**config.mk**
```make
export PLATFORM = sky130hd
export DESIGN_NAME = capture_command_line_parser_flat
export DESIGN_NICKNAME = d
export VERILOG_FILES = /design/src/rtl/cclp_pkg.sv /design/src/rtl/cclp_if.sv /design/src/rtl/cclp_bcd.sv /design/src/rtl/capture_command_line_parser.sv /design/src/flat_wrapper.sv
export SDC_FILE = /design/constraint.sdc
export NUM_CORES = 2
export LEC_CHECK = 0
export BUFFER_PORTS_ARGS = -buffer_cell sky130_fd_sc_hd__buf_2
export CAP_MARGIN = 20
export CORE_MARGIN = 1
export CORE_UTILIZATION = 40
export DETAILED_ROUTE_END_ITERATION = 8
export PLACE_DENSITY = 0.65
export SLEW_MARGIN = 20
export SYNTH_ARGS = -nofsm -noshare
export SYNTH_HDL_FRONTEND = slang
export SYNTH_SLANG_ARGS = --single-unit
```
**constraint.sdc**
```tcl
create_clock -name clk_i -period 12.33 [get_ports clk_i]
set_clock_uncertainty 0.15 [all_clocks]
set_input_delay 0 -clock clk_i [delete_from_list [all_inputs] [get_ports clk_i]]
set_output_delay 0 -clock clk_i [all_outputs]
set_load 0.05 [all_outputs]
```
**src/rtl/cclp_pkg.sv**
```systemverilog
// cclp_pkg: shared codes, limits and string tables of the command line parser
// used by the parser top level, its checker and the testbench
package cclp_pkg;

  localparam int RESP_DEPTH = 32;
  localparam int PADDR_W    = 3;

  localparam logic [1:0] KIND_RESP  = 2'd0;
  localparam logic [1:0] KIND_START = 2'd1;
  localparam logic [1:0] KIND_BOOT  = 2'd2;
  localparam logic [1:0] KIND_ABORT = 2'd3;

  localparam logic [31:0] RATE_MIN = 32'd5000;
  localparam logic [31:0] RATE_MAX = 32'd120000016;
  localparam logic [31:0] ADC_PIN_OFS = 32'd26;
  localparam logic [31:0] PIN_SKIP_LIMIT = 32'd22;

  localparam logic [7:0] CH_STAR  = 8'h2A;
  localparam logic [7:0] CH_CR    = 8'h0D;
  localparam logic [7:0] CH_LF    = 8'h0A;
  localparam logic [7:0] CH_SPACE = 8'h20;
  localparam logic [7:0] CH_PLUS  = 8'h2B;
  localparam logic [7:0] CH_MINUS = 8'h2D;
  localparam logic [7:0] CH_ZERO  = 8'h30;
  localparam logic [7:0] CH_ONE   = 8'h31;
  localparam logic [7:0] CH_NINE  = 8'h39;

  localparam logic [7:0] CMD_BOOT  = 8'h62; // b
  localparam logic [7:0] CMD_ID    = 8'h69; // i
  localparam logic [7:0] CMD_RATE  = 8'h52; // R
  localparam logic [7:0] CMD_LEN   = 8'h4C; // L
  localparam logic [7:0] CMD_ANA   = 8'h61; // a
  localparam logic [7:0] CMD_FIXED = 8'h46; // F
  localparam logic [7:0] CMD_CONT  = 8'h43; // C
  localparam logic [7:0] CMD_T     = 8'h74; // t
  localparam logic [7:0] CMD_P     = 8'h70; // p
  localparam logic [7:0] CMD_AEN   = 8'h41; // A
  localparam logic [7:0] CMD_DEN   = 8'h44; // D
  localparam logic [7:0] CMD_NAME  = 8'h6E; // n

  localparam logic [PADDR_W-1:0] ADDR_PIN_MAP = '0;

  typedef enum logic [2:0] {
    STR_STAR, STR_ID, STR_1D, STR_C02, STR_GP, STR_ADC, STR_UGP, STR_ANA
  } str_e;

  function automatic logic [3:0] str_len(str_e s);
    logic [3:0] n;
    case (s)
      STR_STAR: n = 4'd1;
      STR_ID:   n = 4'd8;
      STR_1D:   n = 4'd2;
      STR_C02:  n = 4'd3;
      STR_GP:   n = 4'd2;
      STR_ADC:  n = 4'd3;
      STR_UGP:  n = 4'd3;
      STR_ANA:  n = 4'd7;
      default:  n = 4'd1;
    endcase
    return n;
  endfunction

  function automatic logic [7:0] str_byte(str_e s, logic [2:0] k);
    logic [63:0] w;
    case (s)
      STR_STAR: w = {8'h2A, 56'h0};
      STR_ID:   w = 64'h5352_5049_434F_2C41;
      STR_1D:   w = {16'h3144, 48'h0};
      STR_C02:  w = {24'h2C30_32, 40'h0};
      STR_GP:   w = {16'h4750, 48'h0};
      STR_ADC:  w = {24'h4144_43, 40'h0};
      STR_UGP:  w = {24'h5F47_50, 40'h0};
      STR_ANA:  w = {56'h3235_3730_3078_30, 8'h0};
      default:  w = '0;
    endcase
    return w[63 - 8 * k -: 8];
  endfunction

  function automatic logic [7:0] boot_char(logic [2:0] k);
    logic [63:0] w;
    w = 64'h626F_6F74_7365_6C00;
    return w[63 - 8 * k -: 8];
  endfunction

endpackage

```
**src/rtl/cclp_if.sv**
```systemverilog
// cclp_char_if: command character request channel
// cclp_res_if: result request channel; no package dependency
interface cclp_char_if;
  logic       valid;
  logic       ready;
  logic [7:0] char_in;
  modport source (output valid, char_in, input ready);
  modport sink (input valid, char_in, output ready);
endinterface

interface cclp_res_if;
  logic        valid;
  logic        ready;
  logic [1:0]  kind;
  logic [7:0]  resp_byte;
  logic        resp_last;
  logic        continuous;
  logic [26:0] rate_hz;
  logic [30:0] sample_total;
  logic [31:0] analog_mask;
  logic [31:0] digital_mask;
  logic [5:0]  analog_count;
  logic [5:0]  digital_count;
  logic [3:0]  nibbles_per_slice;
  logic [2:0]  digital_bytes_per_sample;
  modport source (output valid, kind, resp_byte, resp_last, continuous, rate_hz,
                  sample_total, analog_mask, digital_mask, analog_count, digital_count,
                  nibbles_per_slice, digital_bytes_per_sample, input ready);
  modport sink (input valid, kind, resp_byte, resp_last, continuous, rate_hz,
                sample_total, analog_mask, digital_mask, analog_count, digital_count,
                nibbles_per_slice, digital_bytes_per_sample, output ready);
endinterface

```
**src/rtl/cclp_bcd.sv**
```systemverilog
// cclp_bcd: shift-and-add-3 binary to decimal converter, one bit per cycle
// standalone; used by the parser top level for decimal responses
module cclp_bcd (
  input  logic        clk_i,
  input  logic        rst_ni,
  input  logic        start_i,
  input  logic [31:0] bin_i,
  output logic        done_o,
  output logic [39:0] bcd_o
);

  logic        busy_q, done_q;
  logic [4:0]  cnt_q;
  logic [31:0] sh_q;
  logic [39:0] bcd_q, adj;

  always_comb begin
    for (int i = 0; i < 10; i++) begin
      adj[4*i +: 4] = (bcd_q[4*i +: 4] >= 4'd5) ? bcd_q[4*i +: 4] + 4'd3 : bcd_q[4*i +: 4];
    end
  end

  always_ff @(posedge clk_i or negedge rst_ni) begin
    if (!rst_ni) begin
      busy_q <= 1'b0;
      done_q <= 1'b0;
      cnt_q  <= '0;
    end else begin
      done_q <= 1'b0;
      if (start_i) begin
        busy_q <= 1'b1;
        cnt_q  <= '0;
      end else if (busy_q) begin
        cnt_q <= cnt_q + 5'd1;
        if (cnt_q == 5'd31) begin
          busy_q <= 1'b0;
          done_q <= 1'b1;
        end
      end
    end
  end

  always_ff @(posedge clk_i) begin
    if (start_i) begin
      sh_q  <= bin_i;
      bcd_q <= '0;
    end else if (busy_q) begin
      bcd_q <= {adj[38:0], sh_q[31]};
      sh_q  <= {sh_q[30:0], 1'b0};
    end
  end

  assign done_o = done_q;
  assign bcd_o  = bcd_q;

endmodule

```
**src/rtl/capture_command_line_parser.sv**
```systemverilog
// capture_command_line_parser: command characters in, response and control requests out
// depends on cclp_pkg, cclp_if (channel interfaces) and cclp_bcd
//
// cmd_i takes one command character per request; res_o gives result requests.
// the APB port holds pin_map_mode at byte address 0; pready is always high.
// an ordinary character is stored and the block stays ready.
// '*' gives one abort request on the next cycle.
// CR or LF runs the line through a sequencer: dispatch, parsing of each
// character, building of each response byte, each decimal number in the shared
// binary-to-decimal unit and then its digits, the channel count walk of a
// capture start, then sending of each response byte as res_o takes it.
// cmd_i.ready is low while a line executes or a result waits; a stalled
// result holds in its output register until res_o.ready.
// reset: empty line, rate 5000, count 10, masks and counts zero, pin map 0.
// the line buffer comes up unwritten; unwritten positions are never read.
module capture_command_line_parser #(
  parameter int ANALOG_CHANNELS  = 3,
  parameter int DIGITAL_CHANNELS = 21,
  parameter int LINE_DEPTH       = 19
) (
  input  logic                          clk_i,
  input  logic                          rst_ni,
  cclp_char_if.sink                     cmd_i,
  cclp_res_if.source                    res_o,
  input  logic                          psel,
  input  logic                          penable,
  input  logic                          pwrite,
  input  logic [cclp_pkg::PADDR_W-1:0]  paddr,
  input  logic [31:0]                   pwdata,
  output logic [31:0]                   prdata,
  output logic                          pready
);
  import cclp_pkg::*;

  localparam int LW = (LINE_DEPTH > 1) ? $clog2(LINE_DEPTH) : 1;
  localparam int IW = $clog2(LINE_DEPTH + 1);
  localparam int RW = $clog2(RESP_DEPTH);

  typedef enum logic [4:0] {
    S_IDLE, S_C0, S_C1, S_DISP, S_BOOT, S_PARSE, S_ACT, S_CNT, S_OP, S_STR,
    S_DEC_INIT, S_DEC_WAIT, S_DIGS, S_RD, S_LOAD, S_WAIT, S_DONE
  } state_e;

  typedef enum logic [2:0] {P_STAR, P_ID, P_ANA, P_ND, P_NA} prog_e;
  typedef enum logic [1:0] {OP_STR, OP_DEC, OP_SEND} op_e;

  state_e      state_q;
  logic [IW-1:0] len_q, idx_q;
  logic [7:0]  c0_q, c1_q;
  logic        exec_q;
  logic [26:0] rate_q;
  logic [30:0] count_q;
  logic [31:0] amask_q, dmask_q;
  logic        cont_q;
  logic [5:0]  acnt_q, dcnt_q, ta_q, td_q;
  logic [3:0]  nps_q;
  logic [2:0]  dbps_q;
  logic [1:0]  mode_q;
  logic [31:0] mag_q, num_q, dval_q;
  logic        neg_q, phase_q;
  prog_e       prog_q;
  logic [2:0]  step_q, sk_q;
  str_e        str_q;
  logic [3:0]  mind_q, didx_q;
  logic        started_q;
  logic [RW:0] rlen_q;
  logic [RW-1:0] sidx_q;
  logic [7:0]  rdata_q;
  logic        out_valid_q, last_q;
  logic [1:0]  kind_q;
  logic [7:0]  byte_q;
  logic [4:0]  ci_q;

  logic [7:0]  lbuf [LINE_DEPTH];
  logic [7:0]  rmem [RESP_DEPTH];

  logic        cmd_acc, lb_we;
  logic [LW-1:0] lb_waddr;
  logic [7:0]  cur_ch;
  logic        is_ws, is_digit;
  logic [35:0] mag10;
  logic [31:0] parsed, pin;
  logic        resp_we;
  logic [7:0]  resp_wd;
  logic [3:0]  dig;
  logic        bcd_start, bcd_done;
  logic [31:0] bcd_bin;
  logic [39:0] bcd;
  op_e         op_kind;
  str_e        op_str;
  logic [31:0] op_val;
  logic [3:0]  op_mind;
  logic [5:0]  ta_n, td_n;
  logic [3:0]  nps_n;
  logic [2:0]  dbps_n;

  cclp_bcd u_bcd (
    .clk_i   (clk_i),
    .rst_ni  (rst_ni),
    .start_i (bcd_start),
    .bin_i   (bcd_bin),
    .done_o  (bcd_done),
    .bcd_o   (bcd)
  );

  assign cmd_i.ready = (state_q == S_IDLE);
  assign cmd_acc     = cmd_i.valid && cmd_i.ready;
  assign lb_we       = cmd_acc && (cmd_i.char_in != CH_STAR) && (cmd_i.char_in != CH_CR)
                       && (cmd_i.char_in != CH_LF);
  assign lb_waddr    = (len_q >= IW'(LINE_DEPTH)) ? '0 : len_q[LW-1:0];

  assign cur_ch   = (idx_q < len_q) ? lbuf[idx_q[LW-1:0]] : 8'h00;
  assign is_ws    = (cur_ch == CH_SPACE) || ((cur_ch >= 8'd9) && (cur_ch <= 8'd13));
  assign is_digit = (cur_ch >= CH_ZERO) && (cur_ch <= CH_NINE);
  assign mag10    = {1'b0, mag_q, 3'b000} + {3'b000, mag_q, 1'b0} + {28'h0, cur_ch - CH_ZERO};
  assign parsed   = neg_q ? (32'h0 - mag_q) : (mag_q[31] ? 32'h7FFF_FFFF : mag_q);

  always_comb begin
    pin = num_q;
    case (mode_q)
      2'd0: pin = num_q + 32'd2;
      2'd1: if (!num_q[31] && (num_q > PIN_SKIP_LIMIT)) pin = num_q + 32'd3;
      default: pin = num_q;
    endcase
  end

  // response program: which string or number comes next
  always_comb begin
    op_kind = OP_SEND;
    op_str  = STR_STAR;
    op_val  = '0;
    op_mind = 4'd1;
    case (prog_q)
      P_STAR: if (step_q == 3'd0) op_kind = OP_STR;
      P_ANA: if (step_q == 3'd0) begin
        op_kind = OP_STR;
        op_str  = STR_ANA;
      end
      P_ID: begin
        case (step_q)
          3'd0: begin op_kind = OP_STR; op_str = STR_ID; end
          3'd1: begin op_kind = OP_DEC; op_val = 32'(ANALOG_CHANNELS); op_mind = 4'd2; end
          3'd2: begin op_kind = OP_STR; op_str = STR_1D; end
          3'd3: begin op_kind = OP_DEC; op_val = 32'(DIGITAL_CHANNELS); op_mind = 4'd2; end
          3'd4: begin op_kind = OP_STR; op_str = STR_C02; end
          default: op_kind = OP_SEND;
        endcase
      end
      P_ND: begin
        case (step_q)
          3'd0: begin op_kind = OP_STR; op_str = STR_GP; end
          3'd1: begin op_kind = OP_DEC; op_val = pin; end
          default: op_kind = OP_SEND;
        endcase
      end
      P_NA: begin
        case (step_q)
          3'd0: begin op_kind = OP_STR; op_str = STR_ADC; end
          3'd1: begin op_kind = OP_DEC; op_val = num_q; end
          3'd2: begin op_kind = OP_STR; op_str = STR_UGP; end
          3'd3: begin op_kind = OP_DEC; op_val = num_q + ADC_PIN_OFS; end
          default: op_kind = OP_SEND;
        endcase
      end
      default: op_kind = OP_SEND;
    endcase
  end

  assign dig       = bcd[4*didx_q +: 4];
  assign bcd_start = (state_q == S_DEC_INIT);
  assign bcd_bin   = dval_q[31] ? (32'h0 - dval_q) : dval_q;

  always_comb begin
    resp_we = 1'b0;
    resp_wd = 8'h00;
    case (state_q)
      S_STR: begin
        resp_we = 1'b1;
        resp_wd = str_byte(str_q, sk_q);
      end
      S_DEC_INIT: begin
        resp_we = dval_q[31];
        resp_wd = CH_MINUS;
      end
      S_DIGS: begin
        resp_we = (dig != 4'd0) || started_q || (didx_q < mind_q);
        resp_wd = CH_ZERO + {4'h0, dig};
      end
      default: resp_we = 1'b0;
    endcase
    if (rlen_q[RW]) resp_we = 1'b0;
  end

  // channel count walk results
  always_comb begin
    ta_n = ta_q;
    td_n = td_q;
    if (({1'b0, ci_q} < 6'(ANALOG_CHANNELS)) && amask_q[ci_q]) ta_n = ta_q + 6'd1;
    if (({1'b0, ci_q} < 6'(DIGITAL_CHANNELS)) && dmask_q[ci_q]) td_n = td_q + 6'd1;
    nps_n = {3'b000, |dmask_q[3:0]} + {3'b000, |dmask_q[7:4]} + {2'b00, |dmask_q[15:8], 1'b0}
            + {1'b0, |dmask_q[31:16], 2'b00};
    if ((nps_n == 4'd1) && (ta_n != 6'd0)) nps_n = 4'd2;
    if (td_n == 6'd0)       dbps_n = 3'd0;
    else if (td_n <= 6'd7)  dbps_n = 3'd1;
    else if (td_n <= 6'd14) dbps_n = 3'd2;
    else if (td_n <= 6'd21) dbps_n = 3'd3;
    else if (td_n <= 6'd28) dbps_n = 3'd4;
    else                    dbps_n = 3'd5;
  end

  always_ff @(posedge clk_i) begin
    if (lb_we) lbuf[lb_waddr] <= cmd_i.char_in;
  end

  always_ff @(posedge clk_i) begin
    if (resp_we) rmem[rlen_q[RW-1:0]] <= resp_wd;
    rdata_q <= rmem[sidx_q];
  end

  // configuration
  always_ff @(posedge clk_i or negedge rst_ni) begin
    if (!rst_ni) begin
      mode_q <= 2'd0;
    end else if (psel && penable && pwrite && (paddr[2] == ADDR_PIN_MAP[2])) begin
      mode_q <= pwdata[1:0];
    end
  end
  assign pready = 1'b1;
  assign prdata = (paddr[2] == ADDR_PIN_MAP[2]) ? {30'h0, mode_q} : 32'h0;

  always_ff @(posedge clk_i or negedge rst_ni) begin
    if (!rst_ni) begin
      state_q     <= S_IDLE;
      len_q       <= '0;
      idx_q       <= '0;
      exec_q      <= 1'b0;
      rate_q      <= 27'(RATE_MIN);
      count_q     <= 31'd10;
      amask_q     <= '0;
      dmask_q     <= '0;
      cont_q      <= 1'b0;
      acnt_q      <= '0;
      dcnt_q      <= '0;
      nps_q       <= '0;
      dbps_q      <= '0;
      out_valid_q <= 1'b0;
      last_q      <= 1'b0;
      kind_q      <= KIND_RESP;
      byte_q      <= '0;
      rlen_q      <= '0;
      sidx_q      <= '0;
      c0_q        <= '0;
      c1_q        <= '0;
      mag_q       <= '0;
      num_q       <= '0;
      dval_q      <= '0;
      neg_q       <= 1'b0;
      phase_q     <= 1'b0;
      prog_q      <= P_STAR;
      step_q      <= '0;
      sk_q        <= '0;
      str_q       <= STR_STAR;
      mind_q      <= '0;
      didx_q      <= '0;
      started_q   <= 1'b0;
      ci_q        <= '0;
      ta_q        <= '0;
      td_q        <= '0;
    end else begin
      if (resp_we) rlen_q <= rlen_q + 1'b1;
      case (state_q)
        S_IDLE: begin
          if (cmd_acc) begin
            if (cmd_i.char_in == CH_STAR) begin
              cont_q      <= 1'b0;
              exec_q      <= 1'b0;
              kind_q      <= KIND_ABORT;
              byte_q      <= 8'h00;
              last_q      <= 1'b1;
              out_valid_q <= 1'b1;
              state_q     <= S_WAIT;
            end else if ((cmd_i.char_in == CH_CR) || (cmd_i.char_in == CH_LF)) begin
              exec_q  <= 1'b1;
              idx_q   <= '0;
              state_q <= S_C0;
            end else begin
              len_q <= (len_q >= IW'(LINE_DEPTH)) ? IW'(1) : len_q + IW'(1);
            end
          end
        end
        S_C0: begin
          c0_q    <= cur_ch;
          idx_q   <= IW'(1);
          state_q <= S_C1;
        end
        S_C1: begin
          c1_q    <= cur_ch;
          state_q <= S_DISP;
        end
        S_DISP: begin
          rlen_q  <= '0;
          step_q  <= '0;
          mag_q   <= '0;
          neg_q   <= 1'b0;
          phase_q <= 1'b0;
          case (c0_q)
            CMD_BOOT: begin
              idx_q   <= '0;
              state_q <= S_BOOT;
            end
            CMD_ID: begin
              prog_q  <= P_ID;
              state_q <= S_OP;
            end
            CMD_RATE, CMD_LEN, CMD_ANA: begin
              idx_q   <= IW'(1);
              state_q <= S_PARSE;
            end
            CMD_AEN, CMD_DEN, CMD_NAME: begin
              idx_q   <= IW'(2);
              state_q <= S_PARSE;
            end
            CMD_FIXED, CMD_CONT: begin
              ci_q    <= '0;
              ta_q    <= '0;
              td_q    <= '0;
              state_q <= S_CNT;
            end
            CMD_T, CMD_P: begin
              prog_q  <= P_STAR;
              state_q <= S_OP;
            end
            default: state_q <= S_DONE;
          endcase
        end
        S_BOOT: begin
          if (cur_ch != boot_char(idx_q[2:0])) begin
            state_q <= S_DONE;
          end else if (idx_q == IW'(7)) begin
            exec_q      <= 1'b1;
            kind_q      <= KIND_BOOT;
            byte_q      <= 8'h00;
            last_q      <= 1'b1;
            out_valid_q <= 1'b1;
            state_q     <= S_WAIT;
          end else begin
            idx_q <= idx_q + IW'(1);
          end
        end
        S_PARSE: begin
          if (!phase_q) begin
            if (is_ws) begin
              idx_q <= idx_q + IW'(1);
            end else if ((cur_ch == CH_PLUS) || (cur_ch == CH_MINUS)) begin
              neg_q   <= (cur_ch == CH_MINUS);
              idx_q   <= idx_q + IW'(1);
              phase_q <= 1'b1;
            end else begin
              phase_q <= 1'b1;
            end
          end else if (is_digit) begin
            mag_q <= (mag10 > 36'h0_8000_0000) ? 32'h8000_0000 : mag10[31:0];
            idx_q <= idx_q + IW'(1);
          end else begin
            num_q   <= parsed;
            state_q <= S_ACT;
          end
        end
        S_ACT: begin
          state_q <= S_DONE;
          prog_q  <= P_STAR;
          case (c0_q)
            CMD_RATE: begin
              if (!num_q[31] && (num_q >= RATE_MIN) && (num_q <= RATE_MAX)) begin
                rate_q  <= num_q[26:0];
                state_q <= S_OP;
              end
            end
            CMD_LEN: begin
              if (!num_q[31] && (num_q != 32'h0)) begin
                count_q <= num_q[30:0];
                state_q <= S_OP;
              end
            end
            CMD_ANA: begin
              if (!num_q[31]) prog_q <= P_ANA;
              state_q <= S_OP;
            end
            CMD_AEN, CMD_DEN: begin
              if (((c1_q == CH_ZERO) || (c1_q == CH_ONE)) && (num_q[31:5] == 27'h0)) begin
                if (c0_q == CMD_AEN) amask_q[num_q[4:0]] <= c1_q[0];
                else                 dmask_q[num_q[4:0]] <= c1_q[0];
                state_q <= S_OP;
              end
            end
            CMD_NAME: begin
              if (c1_q == CMD_DEN) begin
                prog_q  <= P_ND;
                state_q <= S_OP;
              end else if (c1_q == CMD_AEN) begin
                prog_q  <= P_NA;
                state_q <= S_OP;
              end
            end
            default: state_q <= S_DONE;
          endcase
        end
        S_CNT: begin
          ta_q <= ta_n;
          td_q <= td_n;
          ci_q <= ci_q + 5'd1;
          if (ci_q == 5'd31) begin
            acnt_q      <= ta_n;
            dcnt_q      <= td_n;
            nps_q       <= nps_n;
            dbps_q      <= dbps_n;
            cont_q      <= (c0_q == CMD_CONT);
            kind_q      <= KIND_START;
            byte_q      <= 8'h00;
            last_q      <= 1'b1;
            out_valid_q <= 1'b1;
            state_q     <= S_WAIT;
          end
        end
        S_OP: begin
          step_q <= step_q + 3'd1;
          case (op_kind)
            OP_STR: begin
              str_q   <= op_str;
              sk_q    <= '0;
              state_q <= S_STR;
            end
            OP_DEC: begin
              dval_q  <= op_val;
              mind_q  <= op_mind;
              state_q <= S_DEC_INIT;
            end
            default: begin
              sidx_q  <= '0;
              state_q <= (rlen_q == '0) ? S_DONE : S_RD;
            end
          endcase
        end
        S_STR: begin
          sk_q <= sk_q + 3'd1;
          if ({1'b0, sk_q} == str_len(str_q) - 4'd1) state_q <= S_OP;
        end
        S_DEC_INIT: state_q <= S_DEC_WAIT;
        S_DEC_WAIT: begin
          if (bcd_done) begin
            didx_q    <= 4'd9;
            started_q <= 1'b0;
            state_q   <= S_DIGS;
          end
        end
        S_DIGS: begin
          if (resp_we) started_q <= 1'b1;
          if (didx_q == 4'd0) state_q <= S_OP;
          else                didx_q <= didx_q - 4'd1;
        end
        S_RD: state_q <= S_LOAD;
        S_LOAD: begin
          kind_q      <= KIND_RESP;
          byte_q      <= rdata_q;
          last_q      <= ({1'b0, sidx_q} == rlen_q - 1'b1);
          out_valid_q <= 1'b1;
          state_q     <= S_WAIT;
        end
        S_WAIT: begin
          if (res_o.ready) begin
            out_valid_q <= 1'b0;
            if (last_q) begin
              state_q <= exec_q ? S_DONE : S_IDLE;
            end else begin
              sidx_q  <= sidx_q + 1'b1;
              state_q <= S_RD;
            end
          end
        end
        S_DONE: begin
          len_q   <= '0;
          exec_q  <= 1'b0;
          state_q <= S_IDLE;
        end
        default: state_q <= S_IDLE;
      endcase
    end
  end

  assign res_o.valid                    = out_valid_q;
  assign res_o.kind                     = kind_q;
  assign res_o.resp_byte                = byte_q;
  assign res_o.resp_last                = last_q;
  assign res_o.continuous               = cont_q;
  assign res_o.rate_hz                  = rate_q;
  assign res_o.sample_total             = count_q;
  assign res_o.analog_mask              = amask_q;
  assign res_o.digital_mask             = dmask_q;
  assign res_o.analog_count             = acnt_q;
  assign res_o.digital_count            = dcnt_q;
  assign res_o.nibbles_per_slice        = nps_q;
  assign res_o.digital_bytes_per_sample = dbps_q;

endmodule

```
**src/flat_wrapper.sv**
```systemverilog
// flat-port wrapper written by rule: the top's interface ports become plain ports
module capture_command_line_parser_flat import cclp_pkg::*;
#(
  parameter int ANALOG_CHANNELS  = 3,
  parameter int DIGITAL_CHANNELS = 21,
  parameter int LINE_DEPTH       = 19
)
  (clk_i, rst_ni, psel, penable, pwrite, paddr, pwdata, prdata, pready, cmd_i_valid, cmd_i_char_in, cmd_i_ready, res_o_valid, res_o_kind, res_o_resp_byte, res_o_resp_last, res_o_continuous, res_o_rate_hz, res_o_sample_total, res_o_analog_mask, res_o_digital_mask, res_o_analog_count, res_o_digital_count, res_o_nibbles_per_slice, res_o_digital_bytes_per_sample, res_o_ready);
  cclp_char_if cmd_i_i ();
  cclp_res_if res_o_i ();
  input  logic clk_i;
  input  logic rst_ni;
  input  logic psel;
  input  logic penable;
  input  logic pwrite;
  input  logic [cclp_pkg::PADDR_W-1:0] paddr;
  input  logic [31:0] pwdata;
  output logic [31:0] prdata;
  output logic pready;
  input wire logic [$bits(cmd_i_i.valid)-1:0] cmd_i_valid;
  input wire logic [$bits(cmd_i_i.char_in)-1:0] cmd_i_char_in;
  output wire logic [$bits(cmd_i_i.ready)-1:0] cmd_i_ready;
  output wire logic [$bits(res_o_i.valid)-1:0] res_o_valid;
  output wire logic [$bits(res_o_i.kind)-1:0] res_o_kind;
  output wire logic [$bits(res_o_i.resp_byte)-1:0] res_o_resp_byte;
  output wire logic [$bits(res_o_i.resp_last)-1:0] res_o_resp_last;
  output wire logic [$bits(res_o_i.continuous)-1:0] res_o_continuous;
  output wire logic [$bits(res_o_i.rate_hz)-1:0] res_o_rate_hz;
  output wire logic [$bits(res_o_i.sample_total)-1:0] res_o_sample_total;
  output wire logic [$bits(res_o_i.analog_mask)-1:0] res_o_analog_mask;
  output wire logic [$bits(res_o_i.digital_mask)-1:0] res_o_digital_mask;
  output wire logic [$bits(res_o_i.analog_count)-1:0] res_o_analog_count;
  output wire logic [$bits(res_o_i.digital_count)-1:0] res_o_digital_count;
  output wire logic [$bits(res_o_i.nibbles_per_slice)-1:0] res_o_nibbles_per_slice;
  output wire logic [$bits(res_o_i.digital_bytes_per_sample)-1:0] res_o_digital_bytes_per_sample;
  input wire logic [$bits(res_o_i.ready)-1:0] res_o_ready;
  assign cmd_i_i.valid = cmd_i_valid;
  assign cmd_i_i.char_in = cmd_i_char_in;
  assign cmd_i_ready = cmd_i_i.ready;
  assign res_o_valid = res_o_i.valid;
  assign res_o_kind = res_o_i.kind;
  assign res_o_resp_byte = res_o_i.resp_byte;
  assign res_o_resp_last = res_o_i.resp_last;
  assign res_o_continuous = res_o_i.continuous;
  assign res_o_rate_hz = res_o_i.rate_hz;
  assign res_o_sample_total = res_o_i.sample_total;
  assign res_o_analog_mask = res_o_i.analog_mask;
  assign res_o_digital_mask = res_o_i.digital_mask;
  assign res_o_analog_count = res_o_i.analog_count;
  assign res_o_digital_count = res_o_i.digital_count;
  assign res_o_nibbles_per_slice = res_o_i.nibbles_per_slice;
  assign res_o_digital_bytes_per_sample = res_o_i.digital_bytes_per_sample;
  assign res_o_i.ready = res_o_ready;
  capture_command_line_parser #(.ANALOG_CHANNELS(ANALOG_CHANNELS), .DIGITAL_CHANNELS(DIGITAL_CHANNELS), .LINE_DEPTH(LINE_DEPTH)) u_core (.clk_i(clk_i), .rst_ni(rst_ni), .cmd_i(cmd_i_i), .res_o(res_o_i), .psel(psel), .penable(penable), .pwrite(pwrite), .paddr(paddr), .pwdata(pwdata), .prdata(prdata), .pready(pready));
endmodule
```
==> metrics <==
critical path's largest stage delay 1010 ps; number of remaining DRC errors 0; CTS tree yes; cell count after synthesis approximately 3700; deepest clock path buffer count 3; worst slew pin tran about 1100 ps; ranking of synthesized cells by area edfxtp_1 30%, dfrtp_1 20%, mux4_2 5.1%; Logic pwr share 0.289; final setup violation count 0; std cell rows 117; Port-buffer cells 173; Sw Pwr 3.01 mW; Crit Path Category reg -> reg; Internal 5.56 mW; PwrDens 185 mW/mm^2; Startpoint Class flop; GP Congestion 0.933; status finished clean; Slew HR 0.244; Main synth FF type edfxtp_1; total I/O pin count 238; final wirelength 103000 microns; Synth area leader edfxtp_1; synthesized flop and latch total 794; worst-skew pair later-pin latency 640 ps; min-delay src res_o_ready; asr flop ratio synth 0.427; final worst path period share 0.634; switch share 0.351; clock share of power 0.300; Core ar. about 0.10 sq mm; # diodes 0; crit path time final 7810 ps; DR vias around 30000; top cell type's share of synthesized area 0.297; most frequent cells in the layout 451 x nand2_1, 408 x edfxtp_1, 336 x o21ai_0, 327 x dfrtp_1, 244 x nor2_1; DP Area 0.0432 sq mm; HP Class in -> reg; Max VDD drop around 0.12 mV; Pleak 18.4 nW; Initial DRC Count 2872; multi-input logic area 0.0182 sq mm; post-layout util 0.453; # resized after CTS 0; setup_tns 0 ps; Worst Path Required 12750 ps; max cap viols 0; H-tree levels 3; post-route cell area around 0.046 sq mm; CP top delay family compound AO/OA/AOI/OAI gates; EDFF count, synth 408; buffers and inverters on the worst path 3; Worst-path clk slew ~60 ps; GRT overflow 0; vias in the first global route 28000; Reg area 0.0217 sq mm; die area 0.104 sq mm; detail-routed net length per standard cell between 15 and 20 microns; Area Growth Syn to Fin 12.2%; Max Clk Rate 0.128 GHz; RSZ-0062 raised after global routing false; Post-Syn Area 0.0412 sq mm; CTS Buf Count between 80 and 90; Flop pwr share 0.411; final hold violation count 0; Via density 5.62; first-pass detailed-route iteration total 6; CP arrival 8230 ps; Worst Setup SP u_core.idx_q[1]; initial core utilization 0.404; crit-path cells buf_4 > ha_1 > a31oi_1 > o21ai_1 > nor4b_1 > inv_1 > ha_1 > inv_1 > fa_1 > ha_1 > and4_1 > o21ai_0 > a2111oi_0 > o2111ai_1 > a21boi_0 > and3_1 > o211a_1 > a32o_1; Synth Warn # 0; Post-DP HPWL 69200 microns; first-pass GRT wire length 161000 microns; Syn Area/Cell ~11 sq um; crit path max-delay cell type a2111oi_0; Die Width 323 microns; Final Net Count 4035; # fillers 9382; Unique masters post-synth just over 90; Die H 323 microns; All-Layer GR Usage 0.194; initial antenna violation count 4; clk sinks 794; Root Driver clkbuf_16; share of layout cells above drive strength 1 0.159; R2R Path Start u_core.idx_q[1]; CP max FO 60; most common cell after layout, fill and taps aside nand2_1; Slew Viols, Final 0; sequential area share after synthesis 0.526; pin count of the biggest net entering global routing roughly 160; CP dominant cell by count ha_1; Final ANT Viol Nets 0; CP Capture Type flop
[flip-flops by register name (all words and copies together) (netlist names), 6 cells and up]
| register | count |
|---|---|
| u_core.mag_q | 32 |
| u_core.ta_q | 6 |
| u_core.res_o.analog_mask | 32 |
| u_core.u_bcd.bcd_o | 40 |
| u_core.res_o.sample_total | 31 |
| u_core.res_o.digital_count | 6 |
| u_core.dval_q | 32 |
| u_core.c1_q | 8 |
| u_core.lbuf | 152 |
| u_core.c0_q | 8 |
| u_core.res_o.digital_mask | 32 |
| u_core.td_q | 6 |
| u_core.res_o.analog_count | 6 |
| u_core.rmem | 224 |
| u_core.num_q | 32 |
| u_core.res_o.resp_byte | 7 |
| u_core.u_bcd.sh_q | 32 |
| u_core.rdata_q | 7 |
| u_core.rlen_q | 6 |
| u_core.res_o.rate_hz | 27 |
[power groups by stage]
stage | registers, mW | logic, mW | clock network [mW]
finish | 3.52 | 2.48 | 2.57
global route | 3.56 | 2.77 | 2.72
CTS | 3.51 | 2.47 | 2.62
detailed placement | 3.56 | 2.45 | 0
global placement | 3.55 | 2.40 | 0
floorplan | 3.41 | 1.90 | 0
[stage by stage]
step           hold WS, ps  power, mW  cells  setup WS, ps
2_1_floorplan         -446       5.32   3778          6660
3_3_place_gp        -0.854       5.95   5105          4650
3_5_place_dp          3.11       6.01   5105          4620
4_1_cts               89.6       8.60   5282          4580
5_1_grt                128       9.05   5283          4040
6_report               163       8.56   5283          4520
[cell families after synthesis]
family | after synthesis | synth area share
adder cells (fa/ha/maj) | 141 | 0.0439
AND/OR/NAND/NOR | 1151 | 0.133
AO/OA/AOI/OAI | 901 | 0.134
other | 2 | 0.000182
buffers and inverters | 359 | 0.0371
multiplexers | 274 | 0.0997
flip-flops | 794 | 0.526
XOR/XNOR | 126 | 0.0268
[path summary, 6_finish.rpt]
path	to	slack, ps	depth (start not counted)
min in group asynchronous	u_core.res_o.rate_hz[3]	350	3
max reg2reg	u_core.mag_q[26]	4520	18
min reg2reg	u_core.res_o.resp_byte[1]	310	1
min	u_core.res_o.valid	160	3
max in group asynchronous	u_core.sidx_q[0]	10630	4
max	u_core.mag_q[26]	4520	18
[per-layer routing]
| layer | part of all wire | vias up | GRT usage |
|---|---|---|---|
| met2 | 0.46 | 908 | 0.307 |
| met4 | 0.019 | 6 | 0.0490 |
| met1 | 0.46 | 14600 | 0.280 |
| li1 | - | 14000 | - |
| met3 | 0.061 | 151 | 0.0296 |
| met5 | 0.00040 | - | 0 |
[tightest hold or removal path: cells and delay by family]
kind	cells	cell delay, ps
buffers and inverters	2	820
AOI/OAI and AO/OA	1	80
[final cells by class]
class	count	share of cell area
clock buffer	111	0.0519
clock inverter	47	0.00939
inverter	103	0.00836
multi-input combinational	2625	0.394
sequential	794	0.469
tap	1368	0.0370
timing repair buffer	235	0.0307
[cell usage after synthesis (28+ instances only)]
| cell | number |
|---|---|
| nand2_1 | 453 |
| inv_1 | 98 |
| nor4_1 | 31 |
| mux4_2 | 94 |
| o31ai_1 | 29 |
| nand2b_1 | 35 |
| nand4_1 | 37 |
| ha_1 | 135 |
| and3_1 | 37 |
| o21ai_0 | 341 |
| mux2i_1 | 65 |
| nor3_1 | 70 |
| buf_4 | 36 |
| a22oi_1 | 28 |
| dfxtp_1 | 47 |
| clkbuf_1 | 194 |
| a211oi_1 | 29 |
| edfxtp_1 | 408 |
| a31oi_1 | 41 |
| a21oi_1 | 212 |
| nand3_1 | 83 |
| dfrtp_1 | 332 |
| xnor2_1 | 62 |
| xor2_1 | 64 |
| mux2_2 | 111 |
| nor2_1 | 245 |
| a22o_1 | 42 |
[repair_timing]
item                                   in CTS  in global routing
hold buffers                               19                  0
buffers inserted                            0                  0
endpoints found under the hold margin     296                  0
No activity file was read; power rests on OpenSTA's default activity.
